--- config.mk ---
export PLATFORM = sky130hd
export DESIGN_NAME = xoshiro128_random_generator
export DESIGN_NICKNAME = d
export VERILOG_FILES = /design/src/rtl/xrg_pkg.sv /design/src/rtl/xrg_front.sv /design/src/rtl/xrg_fifo.sv /design/src/rtl/xrg_div.sv /design/src/rtl/xrg_back.sv /design/src/rtl/xoshiro128_random_generator.sv
export VERILOG_INCLUDE_DIRS = /design/src /design/src/rtl
export SDC_FILE = /design/constraint.sdc
export NUM_CORES = 2
export LEC_CHECK = 0
export BUFFER_PORTS_ARGS = -buffer_cell sky130_fd_sc_hd__buf_2
export CAP_MARGIN = 40
export CORE_UTILIZATION = 55
export DETAILED_ROUTE_END_ITERATION = 8
export GPL_ROUTABILITY_DRIVEN = 0
export PLACE_DENSITY = 0.82
export SLEW_MARGIN = 20
export SYNTH_ARGS = -nofsm -noshare
export SYNTH_HDL_FRONTEND = slang
export SYNTH_SLANG_ARGS = --single-unit
--- constraint.sdc ---
create_clock -name clk_i -period 10 [get_ports clk_i]
set_input_delay 1 -clock clk_i [delete_from_list [all_inputs] [get_ports clk_i]]
set_output_delay 1 -clock clk_i [all_outputs]
set_load 0.02 [all_outputs]
--- src/rtl/xoshiro128_random_generator_assert.svh ---
// Assertion macros shared by the random generator RTL.
`ifndef XOSHIRO128_RANDOM_GENERATOR_ASSERT_SVH
`define XOSHIRO128_RANDOM_GENERATOR_ASSERT_SVH

// The consequent must hold in the same cycle as the antecedent.
`define XRG_ASSERT_SAME(label, clk, rst_n, ante, cons) \
  label: assert property (@(posedge clk) disable iff (!rst_n) (ante) |-> (cons)) \
    else $error("xrg assertion failed in the same cycle");

// The consequent must hold in the cycle after the antecedent.
`define XRG_ASSERT_NEXT(label, clk, rst_n, ante, cons) \
  label: assert property (@(posedge clk) disable iff (!rst_n) (ante) |=> (cons)) \
    else $error("xrg assertion failed in the following cycle");

`endif

--- src/rtl/xrg_pkg.sv ---
// Shared types and constants of the xoshiro128 random generator.
`timescale 1ns / 1ps
package xrg_pkg;

  localparam int unsigned WORD_W      = 32;
  localparam int unsigned QUEUE_DEPTH = 2;

  typedef logic [3:0][WORD_W-1:0] gen_state_t;

  localparam gen_state_t SEED_RESET = {32'd0, 32'd0, 32'd0, 32'd1};

  typedef enum logic [2:0] {
    KIND_STAR,
    KIND_PLUS,
    KIND_RANGE,
    KIND_REAL,
    KIND_RESEED,
    KIND_NOP
  } kind_e;

  typedef struct packed {
    kind_e             kind;
    logic [WORD_W-1:0] low;
    logic [WORD_W-1:0] span;
  } entry_t;

  typedef struct packed {
    logic              start;
    logic [WORD_W-1:0] dividend;
    logic [WORD_W-1:0] divisor;
  } div_req_t;

  typedef struct packed {
    logic              busy;
    logic              done;
    logic [WORD_W-1:0] quotient;
  } div_rsp_t;

  typedef enum logic [2:0] {
    ST_IDLE,
    ST_DIV_SCALE,
    ST_MUL,
    ST_DRAW,
    ST_DIV_Q,
    ST_EMIT
  } back_state_e;

endpackage

--- src/rtl/xrg_front.sv ---
// Front end: accepts request beats and classifies them for the back end.
`timescale 1ns / 1ps
module xrg_front (
  input  logic           in_valid_i,
  output logic           in_stall_o,
  input  logic [2:0]     action_i,
  input  logic [31:0]    range_low_i,
  input  logic [31:0]    range_high_i,
  input  logic           full_i,
  output logic           push_o,
  output xrg_pkg::entry_t entry_o
);
  import xrg_pkg::*;

  localparam logic [2:0] ActStarstar = 3'd0;
  localparam logic [2:0] ActPlus     = 3'd1;
  localparam logic [2:0] ActRanged   = 3'd2;
  localparam logic [2:0] ActReal     = 3'd3;
  localparam logic [2:0] ActReseed   = 3'd4;

  logic [WORD_W-1:0] span;

  assign in_stall_o = full_i;
  assign push_o     = in_valid_i && !full_i;
  assign span       = range_high_i - range_low_i + WORD_W'(1);

  always_comb begin
    entry_o.low  = range_low_i;
    entry_o.span = span;
    case (action_i)
      ActStarstar: entry_o.kind = KIND_STAR;
      ActPlus:     entry_o.kind = KIND_PLUS;
      // A range that wraps to zero spans every word and takes one raw draw.
      ActRanged:   entry_o.kind = (span == '0) ? KIND_STAR : KIND_RANGE;
      ActReal:     entry_o.kind = KIND_REAL;
      ActReseed:   entry_o.kind = KIND_RESEED;
      default:     entry_o.kind = KIND_NOP;
    endcase
  end

endmodule

--- src/rtl/xrg_fifo.sv ---
// Short request queue between the front and back ends.
`timescale 1ns / 1ps
module xrg_fifo #(
  parameter int unsigned Depth = xrg_pkg::QUEUE_DEPTH
) (
  input  logic            clk_i,
  input  logic            rst_ni,
  input  logic            push_i,
  input  xrg_pkg::entry_t entry_i,
  output logic            full_o,
  input  logic            pop_i,
  output xrg_pkg::entry_t entry_o,
  output logic            empty_o
);
  import xrg_pkg::*;

  localparam int unsigned PtrW = $clog2(Depth);
  localparam int unsigned CntW = $clog2(Depth + 1);

  entry_t            mem_q [Depth];
  logic [PtrW-1:0]   wptr_q, wptr_d, rptr_q, rptr_d;
  logic [CntW-1:0]   cnt_q, cnt_d;

  assign full_o  = (cnt_q == CntW'(Depth));
  assign empty_o = (cnt_q == '0);
  assign entry_o = mem_q[rptr_q];

  always_comb begin
    wptr_d = wptr_q;
    rptr_d = rptr_q;
    cnt_d  = cnt_q;
    if (push_i) begin
      wptr_d = (wptr_q == PtrW'(Depth - 1)) ? '0 : wptr_q + PtrW'(1);
    end
    if (pop_i) begin
      rptr_d = (rptr_q == PtrW'(Depth - 1)) ? '0 : rptr_q + PtrW'(1);
    end
    if (push_i && !pop_i) begin
      cnt_d = cnt_q + CntW'(1);
    end else if (pop_i && !push_i) begin
      cnt_d = cnt_q - CntW'(1);
    end
  end

  always_ff @(posedge clk_i or negedge rst_ni) begin
    if (!rst_ni) begin
      wptr_q <= '0;
      rptr_q <= '0;
      cnt_q  <= '0;
    end else begin
      wptr_q <= wptr_d;
      rptr_q <= rptr_d;
      cnt_q  <= cnt_d;
    end
  end

  always_ff @(posedge clk_i) begin
    if (push_i) begin
      mem_q[wptr_q] <= entry_i;
    end
  end

endmodule

--- src/rtl/xrg_div.sv ---
// Restoring divider, one quotient bit per cycle.
`timescale 1ns / 1ps
module xrg_div (
  input  logic              clk_i,
  input  logic              rst_ni,
  input  xrg_pkg::div_req_t req_i,
  output xrg_pkg::div_rsp_t rsp_o
);
  import xrg_pkg::*;

  localparam int unsigned CntW = $clog2(WORD_W + 1);

  logic              busy_q, busy_d, done_q, done_d;
  logic [CntW-1:0]   cnt_q, cnt_d;
  logic [WORD_W-1:0] rem_q, rem_d, quo_q, quo_d, dvs_q, dvs_d;
  logic [WORD_W:0]   trial, diff;

  assign rsp_o.busy     = busy_q;
  assign rsp_o.done     = done_q;
  assign rsp_o.quotient = quo_q;

  always_comb begin
    trial  = {rem_q, quo_q[WORD_W-1]};
    diff   = trial - {1'b0, dvs_q};
    busy_d = busy_q;
    done_d = 1'b0;
    cnt_d  = cnt_q;
    rem_d  = rem_q;
    quo_d  = quo_q;
    dvs_d  = dvs_q;
    if (busy_q) begin
      if (!diff[WORD_W]) begin
        rem_d = diff[WORD_W-1:0];
        quo_d = {quo_q[WORD_W-2:0], 1'b1};
      end else begin
        rem_d = trial[WORD_W-1:0];
        quo_d = {quo_q[WORD_W-2:0], 1'b0};
      end
      cnt_d = cnt_q - CntW'(1);
      if (cnt_q == CntW'(1)) begin
        busy_d = 1'b0;
        done_d = 1'b1;
      end
    end else if (req_i.start) begin
      busy_d = 1'b1;
      cnt_d  = CntW'(WORD_W);
      rem_d  = '0;
      quo_d  = req_i.dividend;
      dvs_d  = req_i.divisor;
    end
  end

  always_ff @(posedge clk_i or negedge rst_ni) begin
    if (!rst_ni) begin
      busy_q <= 1'b0;
      done_q <= 1'b0;
      cnt_q  <= '0;
    end else begin
      busy_q <= busy_d;
      done_q <= done_d;
      cnt_q  <= cnt_d;
    end
  end

  always_ff @(posedge clk_i) begin
    rem_q <= rem_d;
    quo_q <= quo_d;
    dvs_q <= dvs_d;
  end

endmodule

--- src/rtl/xrg_back.sv ---
// Back end: generator state, rejection sampling and the result register.
`timescale 1ns / 1ps
module xrg_back (
  input  logic                clk_i,
  input  logic                rst_ni,
  input  xrg_pkg::entry_t     entry_i,
  input  logic                empty_i,
  output logic                pop_o,
  input  xrg_pkg::gen_state_t seed_i,
  output xrg_pkg::div_req_t   div_req_o,
  input  xrg_pkg::div_rsp_t   div_rsp_i,
  output logic                out_valid_o,
  input  logic                out_stall_i,
  output logic [31:0]         value_o
);
  import xrg_pkg::*;

  function automatic gen_state_t advance(input gen_state_t s);
    logic [WORD_W-1:0] t, s0, s1, s2, s3;
    t  = {s[1][WORD_W-10:0], 9'd0};
    s2 = s[2] ^ s[0];
    s3 = s[3] ^ s[1];
    s1 = s[1] ^ s2;
    s0 = s[0] ^ s3;
    s2 = s2 ^ t;
    s3 = {s3[WORD_W-12:0], s3[WORD_W-1:WORD_W-11]};
    return {s3, s2, s1, s0};
  endfunction

  back_state_e       st_q, st_d;
  gen_state_t        gen_q, gen_d, gen_next;
  logic [WORD_W-1:0] low_q, low_d, span_q, span_d, scale_q, scale_d;
  logic [WORD_W-1:0] limit_q, limit_d, res_q, res_d, value_q, value_d;
  logic              out_valid_q, out_valid_d, out_free, load_out;
  logic [WORD_W-1:0] star_a, star_r, star, plus;
  logic [WORD_W-1:0] prod;

  assign star_a   = gen_q[1] + {gen_q[1][WORD_W-3:0], 2'd0};
  assign star_r   = {star_a[WORD_W-8:0], star_a[WORD_W-1:WORD_W-7]};
  assign star     = star_r + {star_r[WORD_W-4:0], 3'd0};
  assign plus     = gen_q[0] + gen_q[3];
  assign gen_next = advance(gen_q);
  assign prod     = span_q * scale_q;
  assign out_free = !out_valid_q || !out_stall_i;

  assign out_valid_o = out_valid_q;
  assign value_o     = value_q;

  always_comb begin
    st_d      = st_q;
    gen_d     = gen_q;
    low_d     = low_q;
    span_d    = span_q;
    scale_d   = scale_q;
    limit_d   = limit_q;
    res_d     = res_q;
    pop_o     = 1'b0;
    div_req_o = '0;
    load_out  = 1'b0;
    value_d   = value_q;
    case (st_q)
      ST_IDLE: begin
        if (!empty_i && out_free && !div_rsp_i.busy) begin
          pop_o = 1'b1;
          case (entry_i.kind)
            KIND_STAR: begin
              load_out = 1'b1;
              value_d  = star;
              gen_d    = gen_next;
            end
            KIND_PLUS: begin
              load_out = 1'b1;
              value_d  = plus;
              gen_d    = gen_next;
            end
            KIND_REAL: begin
              load_out = 1'b1;
              value_d  = {8'd0, plus[WORD_W-1:8]};
              gen_d    = gen_next;
            end
            KIND_RESEED: begin
              load_out = 1'b1;
              value_d  = '0;
              gen_d    = seed_i;
            end
            KIND_RANGE: begin
              low_d              = entry_i.low;
              span_d             = entry_i.span;
              div_req_o.start    = 1'b1;
              div_req_o.dividend = '1;
              div_req_o.divisor  = entry_i.span;
              st_d               = ST_DIV_SCALE;
            end
            default: begin
              load_out = 1'b1;
              value_d  = '0;
            end
          endcase
        end
      end
      ST_DIV_SCALE: begin
        if (div_rsp_i.done) begin
          scale_d = div_rsp_i.quotient;
          st_d    = ST_MUL;
        end
      end
      ST_MUL: begin
        limit_d = prod;
        st_d    = ST_DRAW;
      end
      ST_DRAW: begin
        gen_d = gen_next;
        if (star < limit_q) begin
          div_req_o.start    = 1'b1;
          div_req_o.dividend = star;
          div_req_o.divisor  = scale_q;
          st_d               = ST_DIV_Q;
        end
      end
      ST_DIV_Q: begin
        if (div_rsp_i.done) begin
          res_d = div_rsp_i.quotient + low_q;
          st_d  = ST_EMIT;
        end
      end
      ST_EMIT: begin
        if (out_free) begin
          load_out = 1'b1;
          value_d  = res_q;
          st_d     = ST_IDLE;
        end
      end
      default: st_d = ST_IDLE;
    endcase

    if (load_out) begin
      out_valid_d = 1'b1;
    end else if (!out_stall_i) begin
      out_valid_d = 1'b0;
    end else begin
      out_valid_d = out_valid_q;
    end
  end

  always_ff @(posedge clk_i or negedge rst_ni) begin
    if (!rst_ni) begin
      st_q        <= ST_IDLE;
      gen_q       <= SEED_RESET;
      out_valid_q <= 1'b0;
    end else begin
      st_q        <= st_d;
      gen_q       <= gen_d;
      out_valid_q <= out_valid_d;
    end
  end

  always_ff @(posedge clk_i) begin
    low_q   <= low_d;
    span_q  <= span_d;
    scale_q <= scale_d;
    limit_q <= limit_d;
    res_q   <= res_d;
    value_q <= value_d;
  end

endmodule

--- src/rtl/xoshiro128_random_generator.sv ---
// Top level of the xoshiro128 random generator.
// Draws, fractions, reseeds and undefined requests are queued, then finished in the back end's
// idle state, which registers the result; one request can be taken each cycle while the output
// is not stalled and no ranged request is in progress. A ranged request redraws until a draw
// passes rejection, using the shared bit-serial divider twice (scale, then quotient).
// Reset is asynchronous and active low; seeds and state return to 1, 0, 0, 0.
`timescale 1ns / 1ps
module xoshiro128_random_generator #(
  parameter int unsigned QueueDepth = xrg_pkg::QUEUE_DEPTH
) (
  input  logic        clk_i,
  input  logic        rst_ni,
  input  logic        in_valid_i,
  output logic        in_stall_o,
  input  logic [2:0]  action_i,
  input  logic [31:0] range_low_i,
  input  logic [31:0] range_high_i,
  output logic        out_valid_o,
  input  logic        out_stall_i,
  output logic [31:0] value_o,
  input  logic        psel,
  input  logic        penable,
  input  logic        pwrite,
  input  logic [3:0]  paddr,
  input  logic [31:0] pwdata,
  output logic [31:0] prdata,
  output logic        pready
);
  import xrg_pkg::*;

  `include "xoshiro128_random_generator_assert.svh"

  gen_state_t seed_q;
  entry_t     push_entry, pop_entry;
  logic       push, pop, fifo_full, fifo_empty, cfg_write;
  div_req_t   div_req;
  div_rsp_t   div_rsp;

  assign pready    = 1'b1;
  assign cfg_write = psel && penable && pwrite;
  assign prdata    = seed_q[paddr[3:2]];

  always_ff @(posedge clk_i or negedge rst_ni) begin
    if (!rst_ni) begin
      seed_q <= SEED_RESET;
    end else if (cfg_write) begin
      seed_q[paddr[3:2]] <= pwdata;
    end
  end

  xrg_front u_front (
    .in_valid_i  (in_valid_i),
    .in_stall_o  (in_stall_o),
    .action_i    (action_i),
    .range_low_i (range_low_i),
    .range_high_i(range_high_i),
    .full_i      (fifo_full),
    .push_o      (push),
    .entry_o     (push_entry)
  );

  xrg_fifo #(
    .Depth(QueueDepth)
  ) u_fifo (
    .clk_i  (clk_i),
    .rst_ni (rst_ni),
    .push_i (push),
    .entry_i(push_entry),
    .full_o (fifo_full),
    .pop_i  (pop),
    .entry_o(pop_entry),
    .empty_o(fifo_empty)
  );

  xrg_div u_div (
    .clk_i (clk_i),
    .rst_ni(rst_ni),
    .req_i (div_req),
    .rsp_o (div_rsp)
  );

  xrg_back u_back (
    .clk_i      (clk_i),
    .rst_ni     (rst_ni),
    .entry_i    (pop_entry),
    .empty_i    (fifo_empty),
    .pop_o      (pop),
    .seed_i     (seed_q),
    .div_req_o  (div_req),
    .div_rsp_i  (div_rsp),
    .out_valid_o(out_valid_o),
    .out_stall_i(out_stall_i),
    .value_o    (value_o)
  );

  `XRG_ASSERT_SAME(a_pop_not_empty, clk_i, rst_ni, pop, !fifo_empty)
  `XRG_ASSERT_SAME(a_pop_div_idle, clk_i, rst_ni, pop, !div_rsp.busy)
  `XRG_ASSERT_NEXT(a_fill_after_beat, clk_i, rst_ni, push && fifo_empty, !fifo_empty)

endmodule
==> results.ini <==
[status]
status=finished, violations left
violations=design-rule violations

[layout]
finalNonFillerCells=6925
syn2layout_area_growth_pct=8.52
drive_above_1_share=0.116
layout.nets=6462

[critical_path]
r2r_start=u_back.gen_q[34]
critical_path_arrival_ns=9.13
reg2reg_setup_slack_ns=1.15
rr_endpoint=u_div.dvs_q[11]
end_kind=flip-flop
cp_data_required_time_ns=10.28
r2r_cells=32
critPathSlowestCell=buf_4
cp_max_fo=61
critPathMaxStageDelay_ns=0.64
crit_path_frequent_cell=a21o_1
crit_type=reg2reg
crit_path_start_kind=flip-flop

[logic_synthesis]
syn_inst=5500
synth_mux_area_frac=0.0578
ys_top_cells_by_area=edfxtp_1 23%, fa_1 15%, dfrtp_1 12%
synth_xor_area_frac=0.0538
yosysTopAreaCell=edfxtp_1
synth-simple-area-share=0.116
synthAdderAreaFrac=0.232
synthTopCellsByCount=734 x inv_1, 578 x nand2_1, 422 x edfxtp_1, 414 x fa_1, 368 x ha_1
synth_top_area_frac=0.228
async_flop_share=0.392
synth_cell_type_count=95
postSynthAreaPerCell_um2=10.1
syn_nets=6392
syn_area_um2=55500
ys_ff_latch=694
yosysSeqAreaShare=0.351
synth_warnings=0
synth.most_common_cell=inv_1
synth_flop_cell=edfxtp_1
synth_top_family_by_area=adder cells
synth_compound_area_frac=0.122
synth_edf_count=422

[power_and_ir_drop]
p_leak_nw=27.1
peakVddDrop_v=0.000617
powerDensity_nw_per_um2=320

[timing]
hold_viol=0
setup_viol=0
tightest_slew_ns=0.925
tns_ns=0
timing.slew.headroom=0.379
fmax_mhz=113
drv_slew=0
fin_crit_sh=0.885
min_period_ns=8.85
grt_setup_unrepaired=no
finClkSkew_ns=0.0297

[global_route]
grt_pass1_vias=42900
grt_max_degree=137
antenna_found_initial=8
gr-total-overflow=0
gr-usage-all-layers=0.301
grt_pass1_wl_um=239000

[routing]
first_pass_iters=9
drt-initial-drc-count=4621
wl_um=153000
drc=12
via_per_inst=6.22
routedWlPerCell_um=22.2
num_vias=43100
drtAntennaViolNets=0

[cts]
clkTransAtPathRegs_ns=0.07
cts_buffers=66
cts_max_path_buffers=3
cts-hold-fix-buffers=0
cts_tree=done
postCtsSetupBuffers=0
clock_sinks=694
cts_root_buffer=clkbuf_16
worst_skew_pair.late_latency_ns=0.64
h-tree-depth=3
ctsResizeCount=0

[floorplan]
die-area_um2=102000
fp.dieW_um=320
die_y_um=320
start_util=0.555
coreArea_um2=100000
rows=116
pin_count=177

[placement]
io_buffers=173
place_inst=6795
dpl.hpwl_um=113000

[job]
maxCapViolations=0

[worst_hold_path]
holdCritPathClass=in2async

==> worst max-delay path: cells and delay by family, from the launching register on <==
family | cells | cell delay [ns]
adder cells (fa/ha/maj) | 4 | 1.40
flip-flops | 1 | 0.48
AND/OR/NAND/NOR | 7 | 1.34
XOR/XNOR | 2 | 0.79
AO/OA/AOI/OAI | 17 | 3.32
buffers and inverters | 2 | 1.07
==> per-layer routing <==
metal  vias up  part of all wire  track usage
met3       553              0.11       0.0590
li1      18800                 -            -
met2      2534              0.46        0.475
met5         -           0.00020            0
met1     21200              0.38        0.395
met4         4             0.054        0.153
==> logic make-up (layout without fill, tap and decap cells) <==
kind of cell               count (synthesis)  count (layout)
adders and majority gates                782             782
muxes                                    256             256
other                                      1               7
DFF                                      694             694
and+or+nand+nor                         1397            1397
buffers and inverters                    988            1109
AOI/OAI and AO/OA                       1042            1042
xor gates and xnor gates                 340             340
==> report_power, final <==
group,internal [mW],switching [mW]
logic,4.34,8.10
registers,3.66,0.583
clock network,1.44,1.15
total,9.44,9.83
==> state kept, by name, indices dropped and copies added, names as in the netlist, 2 cells and up <==
register and count:
u_fifo.mem_q 134, seed_q 128, u_back.gen_q 128, u_back.limit_q 32, u_back.low_q 32, u_back.res_q 32
u_back.scale_q 32, u_back.span_q 32, u_back.value_o 32, u_div.dvs_q 32, u_div.quo_q 32, u_div.rem_q 32
u_div.cnt_q 6, u_back.st_q 3, u_fifo.cnt_q 2
==> through the flow <==
stage / instance area (um^2) / total power, mW / utilization / hold WS, ns / worst slack, ns
floorplan: 55500 / 12.2 / - / 0.438 / 1.81
global route: 60200 / 20.1 / 0.602 / 0.239 / 0.743
detailed placement: 57900 / 15.9 / 0.579 / 0.475 / 1.41
global placement: 57600 / 15.6 / 0.576 / 0.458 / 1.54
finish: 60200 / 19.3 / 0.602 / 0.227 / 1.15
CTS: 60100 / 18.6 / 0.601 / 0.484 / 1.37
==> worst max path at each step <==
| stage | slack, ns | cells after the start | end | startpoint |
|---|---|---|---|---|
| finish | 1.15 | 32 | u_div.dvs_q[11] | u_back.gen_q[34] |
| global route | 0.74 | 32 | u_div.rem_q[12] | u_back.gen_q[34] |
| CTS | 1.37 | 32 | u_div.rem_q[12] | u_back.gen_q[34] |
| detailed placement | 1.41 | 32 | u_div.rem_q[16] | u_back.gen_q[34] |
| global placement | 1.54 | 32 | u_div.dvs_q[17] | u_back.gen_q[34] |
| floorplan | 1.81 | 31 | u_div.dvs_q[0] | u_back.gen_q[32] |
==> cell type report <==
cell class	instances	area, um^2
tap	1298	1620
multi-input combinational	3818	32400
antenna	6	15.0
inverter	736	2770
sequential	694	19500
clock buffer	82	1830
fill	7636	39800
clock inverter	37	379
timing repair buffer	254	1760
==> layout by cell type (no fill, tap or decap), drive strengths merged, types with 137 or more instances in the layout <==
cell    instances
buf           254
edfxtp        422
and2          182
dfrtp         270
nor2          279
ha            368
nand2         580
mux2          195
xor2          152
fa            414
xnor2         188
o21ai         286
inv           741
nand3         137
a21oi         249
No activity file was read; power rests on OpenSTA's default activity.
